### src/hw/rtl/utf8_byte_stream_decoder_assert.svh
// ---------------------------------------------------------------------------
// UTF-8 decoder assertion macros
// Shared property forms for the decoder's concurrent checks.
// ---------------------------------------------------------------------------
`ifndef UTF8_BYTE_STREAM_DECODER_ASSERT_SVH
`define UTF8_BYTE_STREAM_DECODER_ASSERT_SVH

// Same-cycle implication, disabled while reset is high.
`define UTF8D_ASSERT_NOW(name, clk, rst, ante, cons) \
  name: assert property (@(posedge clk) disable iff (rst) (ante) |-> (cons)) \
    else $error("utf8 decoder check failed");

// Next-cycle implication, disabled while reset is high.
`define UTF8D_ASSERT_NEXT(name, clk, rst, ante, cons) \
  name: assert property (@(posedge clk) disable iff (rst) (ante) |=> (cons)) \
    else $error("utf8 decoder check failed");

`endif

### src/hw/rtl/utf8d_pkg.sv
// ---------------------------------------------------------------------------
// UTF-8 decoder package
// Widths, state and step types shared by the decoder files.
// ---------------------------------------------------------------------------
package utf8d_pkg;

  localparam int BYTE_W  = 8;
  localparam int CODE_W  = 31;
  localparam int PEND_W  = 3;
  localparam int CONT_W  = 6;

  // Following bytes announced by each lead byte form
  localparam logic [PEND_W-1:0] PEND_NONE  = 3'd0;
  localparam logic [PEND_W-1:0] PEND_TWO   = 3'd1;
  localparam logic [PEND_W-1:0] PEND_THREE = 3'd2;
  localparam logic [PEND_W-1:0] PEND_FOUR  = 3'd3;
  localparam logic [PEND_W-1:0] PEND_FIVE  = 3'd4;
  localparam logic [PEND_W-1:0] PEND_SIX   = 3'd5;

  typedef struct packed {
    logic [PEND_W-1:0] bytes_pending;
    logic [CODE_W-1:0] partial_value;
  } dec_state_t;

  typedef struct packed {
    dec_state_t        next_state;
    logic              emit;
    logic              has_code;
    logic [CODE_W-1:0] code_point;
  } dec_step_t;

endpackage

### src/hw/rtl/utf8d_if.sv
// ---------------------------------------------------------------------------
// UTF-8 decoder channel interfaces
// Byte input channel and code point result channel, valid/ready.
// ---------------------------------------------------------------------------
interface utf8d_byte_if;
  import utf8d_pkg::*;

  logic              valid;
  logic              ready;
  logic [BYTE_W-1:0] data_byte;
  logic              final_byte;

  modport source (output valid, output data_byte, output final_byte, input ready);
  modport sink   (input valid, input data_byte, input final_byte, output ready);
endinterface

interface utf8d_code_if;
  import utf8d_pkg::*;

  logic              valid;
  logic              ready;
  logic [CODE_W-1:0] code_point;
  logic              has_code;
  logic              string_done;

  modport source (output valid, output code_point, output has_code, output string_done,
                  input ready);
  modport sink   (input valid, input code_point, input has_code, input string_done,
                  output ready);
endinterface

### src/hw/rtl/utf8d_step.sv
// ---------------------------------------------------------------------------
// UTF-8 decoder step
// Next state and result for one byte, given the current sequence state.
// ---------------------------------------------------------------------------
module utf8d_step (
  input  utf8d_pkg::dec_state_t        cur_state,
  input  logic [utf8d_pkg::BYTE_W-1:0] data_byte,
  input  logic                         final_byte,
  output utf8d_pkg::dec_step_t         step
);
  import utf8d_pkg::*;

  dec_state_t        seq_state;
  logic              done;
  logic [CODE_W-1:0] code;

  // Extend a pending sequence or classify a lead byte
  always_comb begin
    seq_state = cur_state;
    done      = 1'b0;
    code      = '0;
    if (cur_state.bytes_pending != PEND_NONE) begin
      seq_state.partial_value = {cur_state.partial_value[CODE_W-CONT_W-1:0],
                                 data_byte[CONT_W-1:0]};
      seq_state.bytes_pending = cur_state.bytes_pending - 1'b1;
      if (seq_state.bytes_pending == PEND_NONE) begin
        done = 1'b1;
        code = seq_state.partial_value;
      end
    end else begin
      unique casez (data_byte)
        8'b0???????: begin
          done = 1'b1;
          code = {{(CODE_W-BYTE_W){1'b0}}, data_byte};
        end
        8'b110?????: begin
          seq_state.partial_value = {{(CODE_W-5){1'b0}}, data_byte[4:0]};
          seq_state.bytes_pending = PEND_TWO;
        end
        8'b1110????: begin
          seq_state.partial_value = {{(CODE_W-4){1'b0}}, data_byte[3:0]};
          seq_state.bytes_pending = PEND_THREE;
        end
        8'b11110???: begin
          seq_state.partial_value = {{(CODE_W-3){1'b0}}, data_byte[2:0]};
          seq_state.bytes_pending = PEND_FOUR;
        end
        8'b111110??: begin
          seq_state.partial_value = {{(CODE_W-2){1'b0}}, data_byte[1:0]};
          seq_state.bytes_pending = PEND_FIVE;
        end
        8'b1111110?: begin
          seq_state.partial_value = {{(CODE_W-1){1'b0}}, data_byte[0]};
          seq_state.bytes_pending = PEND_SIX;
        end
        // stray continuation byte or 0xFE/0xFF: skip
        8'b10??????, 8'b1111111?: begin
          seq_state = cur_state;
        end
        default: begin
          seq_state = cur_state;
        end
      endcase
    end
  end

  // Clear on end of string or on a finished character
  always_comb begin
    step.next_state = seq_state;
    if (final_byte || done) begin
      step.next_state.partial_value = '0;
    end
    if (final_byte) begin
      step.next_state.bytes_pending = PEND_NONE;
    end
    step.emit       = done | final_byte;
    step.has_code   = done;
    step.code_point = code;
  end

endmodule

### src/hw/rtl/utf8_byte_stream_decoder.sv
// ---------------------------------------------------------------------------
// UTF-8 byte stream decoder
// Decodes the original six-byte UTF-8 form, one byte per beat.
//
//   channel    dir  payload                                  handshake
//   byte_in    in   data_byte[7:0], final_byte               valid/ready
//   code_out   out  code_point[30:0], has_code, string_done  valid/ready
//
// One byte per cycle sustained unless a held result stalls; a byte's result loads
// the result register as the byte leaves the input register, then drives the result beat.
// The sequence state is updated as a byte leaves the input register, so the
// decode step is a single mask-and-shift between the two registers.
// A stalled result holds the result register; bytes that make no result pass.
// Synchronous reset clears the sequence state and both valid flags.
// ---------------------------------------------------------------------------
module utf8_byte_stream_decoder (
  input  logic          clk,
  input  logic          rst,
  utf8d_byte_if.sink    byte_in,
  utf8d_code_if.source  code_out
);
  import utf8d_pkg::*;

  `include "utf8_byte_stream_decoder_assert.svh"

  logic              s1_valid;
  logic [BYTE_W-1:0] s1_byte;
  logic              s1_final;
  dec_state_t        dec_state;
  dec_step_t         step;
  logic              out_valid;
  logic [CODE_W-1:0] out_code;
  logic              out_has;
  logic              out_done;
  logic              out_free;
  logic              s1_move;
  logic              out_stall;

  utf8d_step u_step (
    .cur_state  (dec_state),
    .data_byte  (s1_byte),
    .final_byte (s1_final),
    .step       (step)
  );

  // Advance the input register when its byte can leave
  assign out_free      = !out_valid || code_out.ready;
  assign s1_move       = s1_valid && (!step.emit || out_free);
  assign byte_in.ready = !s1_valid || s1_move;
  assign out_stall     = out_valid && !code_out.ready;

  always_ff @(posedge clk) begin
    if (rst) begin
      s1_valid  <= 1'b0;
      out_valid <= 1'b0;
      dec_state <= '0;
    end else begin
      // load the next beat
      if (byte_in.ready) begin
        s1_valid <= byte_in.valid;
      end
      // commit sequence state
      if (s1_move) begin
        dec_state <= step.next_state;
      end
      // hold or replace the result
      if (s1_move && step.emit) begin
        out_valid <= 1'b1;
      end else if (code_out.ready) begin
        out_valid <= 1'b0;
      end
    end
  end

  // Payload registers
  always_ff @(posedge clk) begin
    if (byte_in.ready && byte_in.valid) begin
      s1_byte  <= byte_in.data_byte;
      s1_final <= byte_in.final_byte;
    end
    if (s1_move && step.emit) begin
      out_code <= step.code_point;
      out_has  <= step.has_code;
      out_done <= s1_final;
    end
  end

  assign code_out.valid       = out_valid;
  assign code_out.code_point  = out_code;
  assign code_out.has_code    = out_has;
  assign code_out.string_done = out_done;

  // A result without a character only marks the end of the string
  `UTF8D_ASSERT_NOW(a_empty_is_done, clk, rst, out_valid && !out_has, out_done && (out_code == '0))
  // The end of the string leaves the sequence state cleared
  `UTF8D_ASSERT_NEXT(a_final_clears, clk, rst, s1_move && s1_final, dec_state == '0)
  // At most five following bytes are ever pending
  `UTF8D_ASSERT_NOW(a_pending_range, clk, rst, 1'b1, dec_state.bytes_pending <= PEND_SIX)
  // A stalled result stays put
  `UTF8D_ASSERT_NEXT(a_result_holds, clk, rst, out_stall, out_valid && $stable({out_code, out_done}))

endmodule

### src/flat_wrapper.sv
// flat-port wrapper written by rule: the top's interface ports become plain ports
module utf8_byte_stream_decoder_flat import utf8d_pkg::*;
  (clk, rst, byte_in_valid, byte_in_data_byte, byte_in_final_byte, byte_in_ready, code_out_valid, code_out_code_point, code_out_has_code, code_out_string_done, code_out_ready);
  utf8d_byte_if byte_in_i ();
  utf8d_code_if code_out_i ();
  input  logic clk;
  input  logic rst;
  input wire logic [$bits(byte_in_i.valid)-1:0] byte_in_valid;
  input wire logic [$bits(byte_in_i.data_byte)-1:0] byte_in_data_byte;
  input wire logic [$bits(byte_in_i.final_byte)-1:0] byte_in_final_byte;
  output wire logic [$bits(byte_in_i.ready)-1:0] byte_in_ready;
  output wire logic [$bits(code_out_i.valid)-1:0] code_out_valid;
  output wire logic [$bits(code_out_i.code_point)-1:0] code_out_code_point;
  output wire logic [$bits(code_out_i.has_code)-1:0] code_out_has_code;
  output wire logic [$bits(code_out_i.string_done)-1:0] code_out_string_done;
  input wire logic [$bits(code_out_i.ready)-1:0] code_out_ready;
  assign byte_in_i.valid = byte_in_valid;
  assign byte_in_i.data_byte = byte_in_data_byte;
  assign byte_in_i.final_byte = byte_in_final_byte;
  assign byte_in_ready = byte_in_i.ready;
  assign code_out_valid = code_out_i.valid;
  assign code_out_code_point = code_out_i.code_point;
  assign code_out_has_code = code_out_i.has_code;
  assign code_out_string_done = code_out_i.string_done;
  assign code_out_i.ready = code_out_ready;
  utf8_byte_stream_decoder u_core (.clk(clk), .rst(rst), .byte_in(byte_in_i), .code_out(code_out_i));
endmodule
### config.mk
export PLATFORM = sky130hd
export DESIGN_NAME = utf8_byte_stream_decoder_flat
export DESIGN_NICKNAME = d
export VERILOG_FILES = /design/src/hw/rtl/utf8d_pkg.sv /design/src/hw/rtl/utf8d_if.sv /design/src/hw/rtl/utf8d_step.sv /design/src/hw/rtl/utf8_byte_stream_decoder.sv /design/src/flat_wrapper.sv
export VERILOG_INCLUDE_DIRS = /design/src /design/src/hw/rtl
export SDC_FILE = /design/constraint.sdc
export NUM_CORES = 1
export LEC_CHECK = 0
export ABC_AREA = 1
export BUFFER_PORTS_ARGS = -buffer_cell sky130_fd_sc_hd__buf_2
export CAP_MARGIN = 20
export CORE_AREA = 5 5 115 117
export DETAILED_ROUTE_END_ITERATION = 10
export DIE_AREA = 0 0 120 122
export GPL_ROUTABILITY_DRIVEN = 1
export GPL_TIMING_DRIVEN = 0
export PLACE_DENSITY = 0.48
export RECOVER_POWER = 25
export SLEW_MARGIN = 20
export SYNTH_ARGS = -nofsm -noshare
export SYNTH_HDL_FRONTEND = slang
export SYNTH_HIERARCHICAL = 1
export SYNTH_SLANG_ARGS = --single-unit
### constraint.sdc
create_clock -name clk -period 5.1 [get_ports clk]
set_input_delay 0 -clock clk [delete_from_list [all_inputs] [get_ports clk]]
set_output_delay 0 -clock clk [all_outputs]
set_load 0.01 [all_outputs]
# Word-level counts from Yosys, hierarchy flattened
# Index checks and enable logic that the tools add are counted.
# totals
register_bits,72
in_bits,13
out_inout_bits,35
wordCells,45
# op_classes
addsub,1
n_eq_ne,5
mux,12
bitwise_logic,1
reduce_logical,17
# ops
cell,n
one-hot mux 34 bit (5 select lines),1
2-to-1 mux 31 bit,2
2-to-1 mux 34 bit,1
2-to-1 mux 25 bit,1
nonzero test 7 bit,2
equality test 7 bit (second input constant),1
2-to-1 mux 7 bit,1
equality test 6 bit (second input constant),1
equality test 5 bit (second input constant),1
2-to-1 mux 1 bit,5
equality test 4 bit (second input constant),1
logical OR 1 bit,4
AND reduction 2 bit,2
equality test 3 bit (second input constant),1
logical AND 1 bit,3
logical NOT 1 bit,3
logical NOT 3 bit,1
2-to-1 mux 3 bit,1
nonzero test 3 bit,1
subtractor 3 x 1 -> 3 bit (second input constant),1
nonzero test 2 bit,1
bitwise OR 1 bit,1

# Logic depth before layout (Yosys ltp)
# depth
depth_word,10
ltp_mapped,14

# Hierarchy
# The synthesis kept the hierarchy.
# modules_own_cells
mod,instances,cells_each,area_per_inst_um2
utf8_byte_stream_decoder,1,280,2897.8
utf8d_step,1,232,1207.4

# Worst setup path after synthesis
# No wires, ideal clock.
# synth_path
path_type,reg-to-reg
from,reg u_core/dec_state[31] (netlist bit)
to,"reg u_core.out_code[0], in the netlist u_core/code_out.code_point[0], enable pin"
setup_ps,388
arrival_ps,2403
required_ps,4712
slack_ps,2310
path_stages_with_launch,15
path_buffers,3
period_less_slack_ps,2790
cell_sequence,dfxtp_1 > inv_1 > ha_1 > inv_1 > nand2_1 > nand3_4 > nand2_2 > inv_4 > nand2_4 > buf_6 > nand3_2 > buf_4 > buf_6 > nand3_1 > inv_1
# synth_rtl
element,line,source
"start, declared",utf8_byte_stream_decoder.sv:29,dec_state_t dec_state;
"start signal, assigned",utf8_byte_stream_decoder.sv:64,dec_state <= step.next_state;
"end signal, assigned",utf8_byte_stream_decoder.sv:82,out_code <= step.code_point;
"end, declared",utf8_byte_stream_decoder.sv:32,logic [CODE_W-1:0] out_code;

==> metrics.csv <==
stage;metric;value;unit
outcome;status;complete, no violations;
finish;final_area;4580;um^2
worst_setup_path;rr_worst_depth;14;
timing;setup_ws;2160;ps
power_and_ir_drop;power_per_cell_area;343;nW/um^2
cts;clock_latency;340;ps
timing;rsz0062_at_grt;false;
logic_synthesis;syn_inst;458;
grt;grt_antenna_before_repair;0;
worst_setup_path;worstSetupStartpointType;flip-flop;
min_path;hold_start;byte_in_valid;
timing;clock.fmax;340;MHz
cts;clockBufferDepth;2;
timing;hold_violations;0;
timing;clock_skew;9.05;ps
cts;htree_num_levels;3;
detailed_routing;finalWirelength;8.93;mm
worst_setup_path;crit_type;flip-flop to flip-flop;
worst_setup_path;critical_path_peak_fanout;33;
floorplanning;rows;41;
worst_setup_path;required;5070;ps
worst_setup_path;endpoint_kind;flip-flop;
finish;final_nets;544;
detailed_routing;route.detailed.drc;0;
min_path;holdPathEnd;u_core/s1_byte[6];
place;place_congestion;0.829;
floorplanning;io-pin-count;48;
worst_setup_path;r2r_end;u_core/code_out.code_point[18];
detailed_routing;via_per_inst;4.51;
cts;clk_pin_slew;60;ps
logic_synthesis;synth_area;3750;um^2
cts;cts_hold_buf;12;
floorplanning;die_h;122;um
power_and_ir_drop;p_leak;1.73;nW
finish;syn_to_final_growth;21.9;%
place;pre_cts_slack;2140;ps
timing;tightest_slew;713;ps
detailed_routing;ant_nets;0;
worst_setup_path;reg2reg_from;u_core/dec_state[31];
worst_setup_path;reg2reg_slack;2160;ps
logic_synthesis;avgSynthCellArea;8.19;um^2
cts;ctsRootBufferMaster;clkbuf_16;
worst_setup_path;worstPathArrival;2910;ps
timing;period_minus_slack;2950;ps
grt;grt_overflow;0;
power_and_ir_drop;ir_drop;0.153;mV
logic_synthesis;syn_nets;474;
logic_synthesis;yosys_warnings;6;
place;io_buffers;47;
floorplanning;start_util;30.6;%
floorplanning;die_w;120;um
timing;drv_slew;0;
detailed_routing;first_pass_iters;5;
min_path;hp-class;input port to flip-flop;
grt;grt_pass1_vias;3047;
cts;post_cts_buffers;0;
place;place_hpwl;6.32;mm
timing;finalSetupViolCount;0;
cts;cts.sinks;72;
timing;finalSetupTns;0;ps
detailed_routing;via_count;3082;
cts;cts_tree;yes;
min_path;whs_path_depth;3;
floorplanning;core;12300;um^2
detailed_routing;wl_per_cell;13.1;um
cts;ctsResizeCount;0;
place;place_area;4180;um^2
finish;num_antenna_cells;0;
timing;finalCritPeriodShare;57.7;%
cts;cts_buffers;9;
job;drv_cap;0;
detailed_routing;drt_iter0_markers;227;
grt;grt_max_degree;34;
grt;track_usage;13.1;%
finish;drive_gt1_share;19.9;%
grt;grt_pass1_wl;15.0;mm
timing;slew_headroom;52.4;%
floorplanning;die-area;14600;um^2
==> layout make-up <==
type / instances / area, um^2
buffer: 33 / 190
fill: 1250 / 7680
multi-input combinational: 275 / 1410
tap: 150 / 188
clock inverter: 5 / 81.3
timing repair buffer: 59 / 322
inverter: 78 / 295
sequential: 72 / 1860
clock buffer: 11 / 233
==> registers in the layout, indices dropped and copies added (netlist names) <==
register	cells
u_core/s1_final	1
u_core/code_out.code_point	31
u_core/s1_byte	8
u_core/dec_state	28
u_core/code_out.string_done	1
u_core/code_out.valid	1
u_core/s1_valid	1
u_core/code_out.has_code	1
==> worst max-delay path, cell delays in order (launching register included) <==
cell and delay (ps):
dfxtp_1 360, inv_1 90, ha_1 230, inv_1 60, nand2_1 90, nand3_4 190
nand2_2 110, inv_4 110, nand2_4 70, buf_6 140, nand3_2 130, buf_4 160
buf_6 160, nand3_1 100, inv_2 540
==> power by group <==
part / internal, mW / switching, mW / leakage, nW / total (mW)
Sequential: 0.650 / 0.0249 / 0.629 / 0.675
Combinational: 0.0828 / 0.138 / 0.955 / 0.221
Clock: 0.428 / 0.245 / 0.150 / 0.673
Total: 1.16 / 0.408 / 1.73 / 1.57
==> worst max-delay path by stage <==
stage	slack, ps	start	to
2_1_floorplan	2360	u_core/dec_state[31]	u_core/code_out.code_point[0]
3_3_place_gp	1740	u_core/dec_state[31]	u_core/code_out.code_point[10]
3_5_place_dp	2140	u_core/dec_state[31]	u_core/code_out.code_point[10]
4_1_cts	2110	u_core/dec_state[31]	u_core/code_out.code_point[18]
5_1_grt	1870	u_core/dec_state[31]	u_core/code_out.code_point[18]
6_report	2160	u_core/dec_state[31]	u_core/code_out.code_point[18]
==> through the flow <==
step	hold WS (ps)	std cells	utilization [%]	total power, mW
2_1_floorplan	69.1	458	-	0.844
3_3_place_gp	178	655	34.1	0.903
3_5_place_dp	178	655	34.1	0.906
4_1_cts	213	683	37.6	1.59
5_1_grt	254	683	37.3	1.64
6_report	200	683	37.3	1.57
==> cell usage in the layout (no fill, tap or decap), types with 2 or more instances in the layout <==
| cell | instances |
|---|---|
| ha_1 | 3 |
| o21ai_1 | 2 |
| bufinv_16 | 2 |
| nand2_1 | 67 |
| clkbuf_1 | 39 |
| buf_4 | 5 |
| buf_2 | 34 |
| dfxtp_1 | 30 |
| inv_2 | 6 |
| a21oi_1 | 22 |
| a21oi_2 | 32 |
| nand2_2 | 2 |
| o21ai_0 | 3 |
| nor2_1 | 71 |
| dlygate4sd3_1 | 12 |
| clkbuf_16 | 9 |
| nor2_4 | 2 |
| buf_6 | 4 |
| inv_1 | 70 |
| edfxtp_1 | 42 |
| nand3_1 | 63 |
==> metal layers <==
metal	track usage, %	share of wire (%)	vias up
li1	-	-	1595
met2	21.9	48	47
met1	15.8	46	1425
met4	6.80	2.4	0
met3	2.74	3.7	15
met5	0	0	-
(Power assumes the default switching activity.)
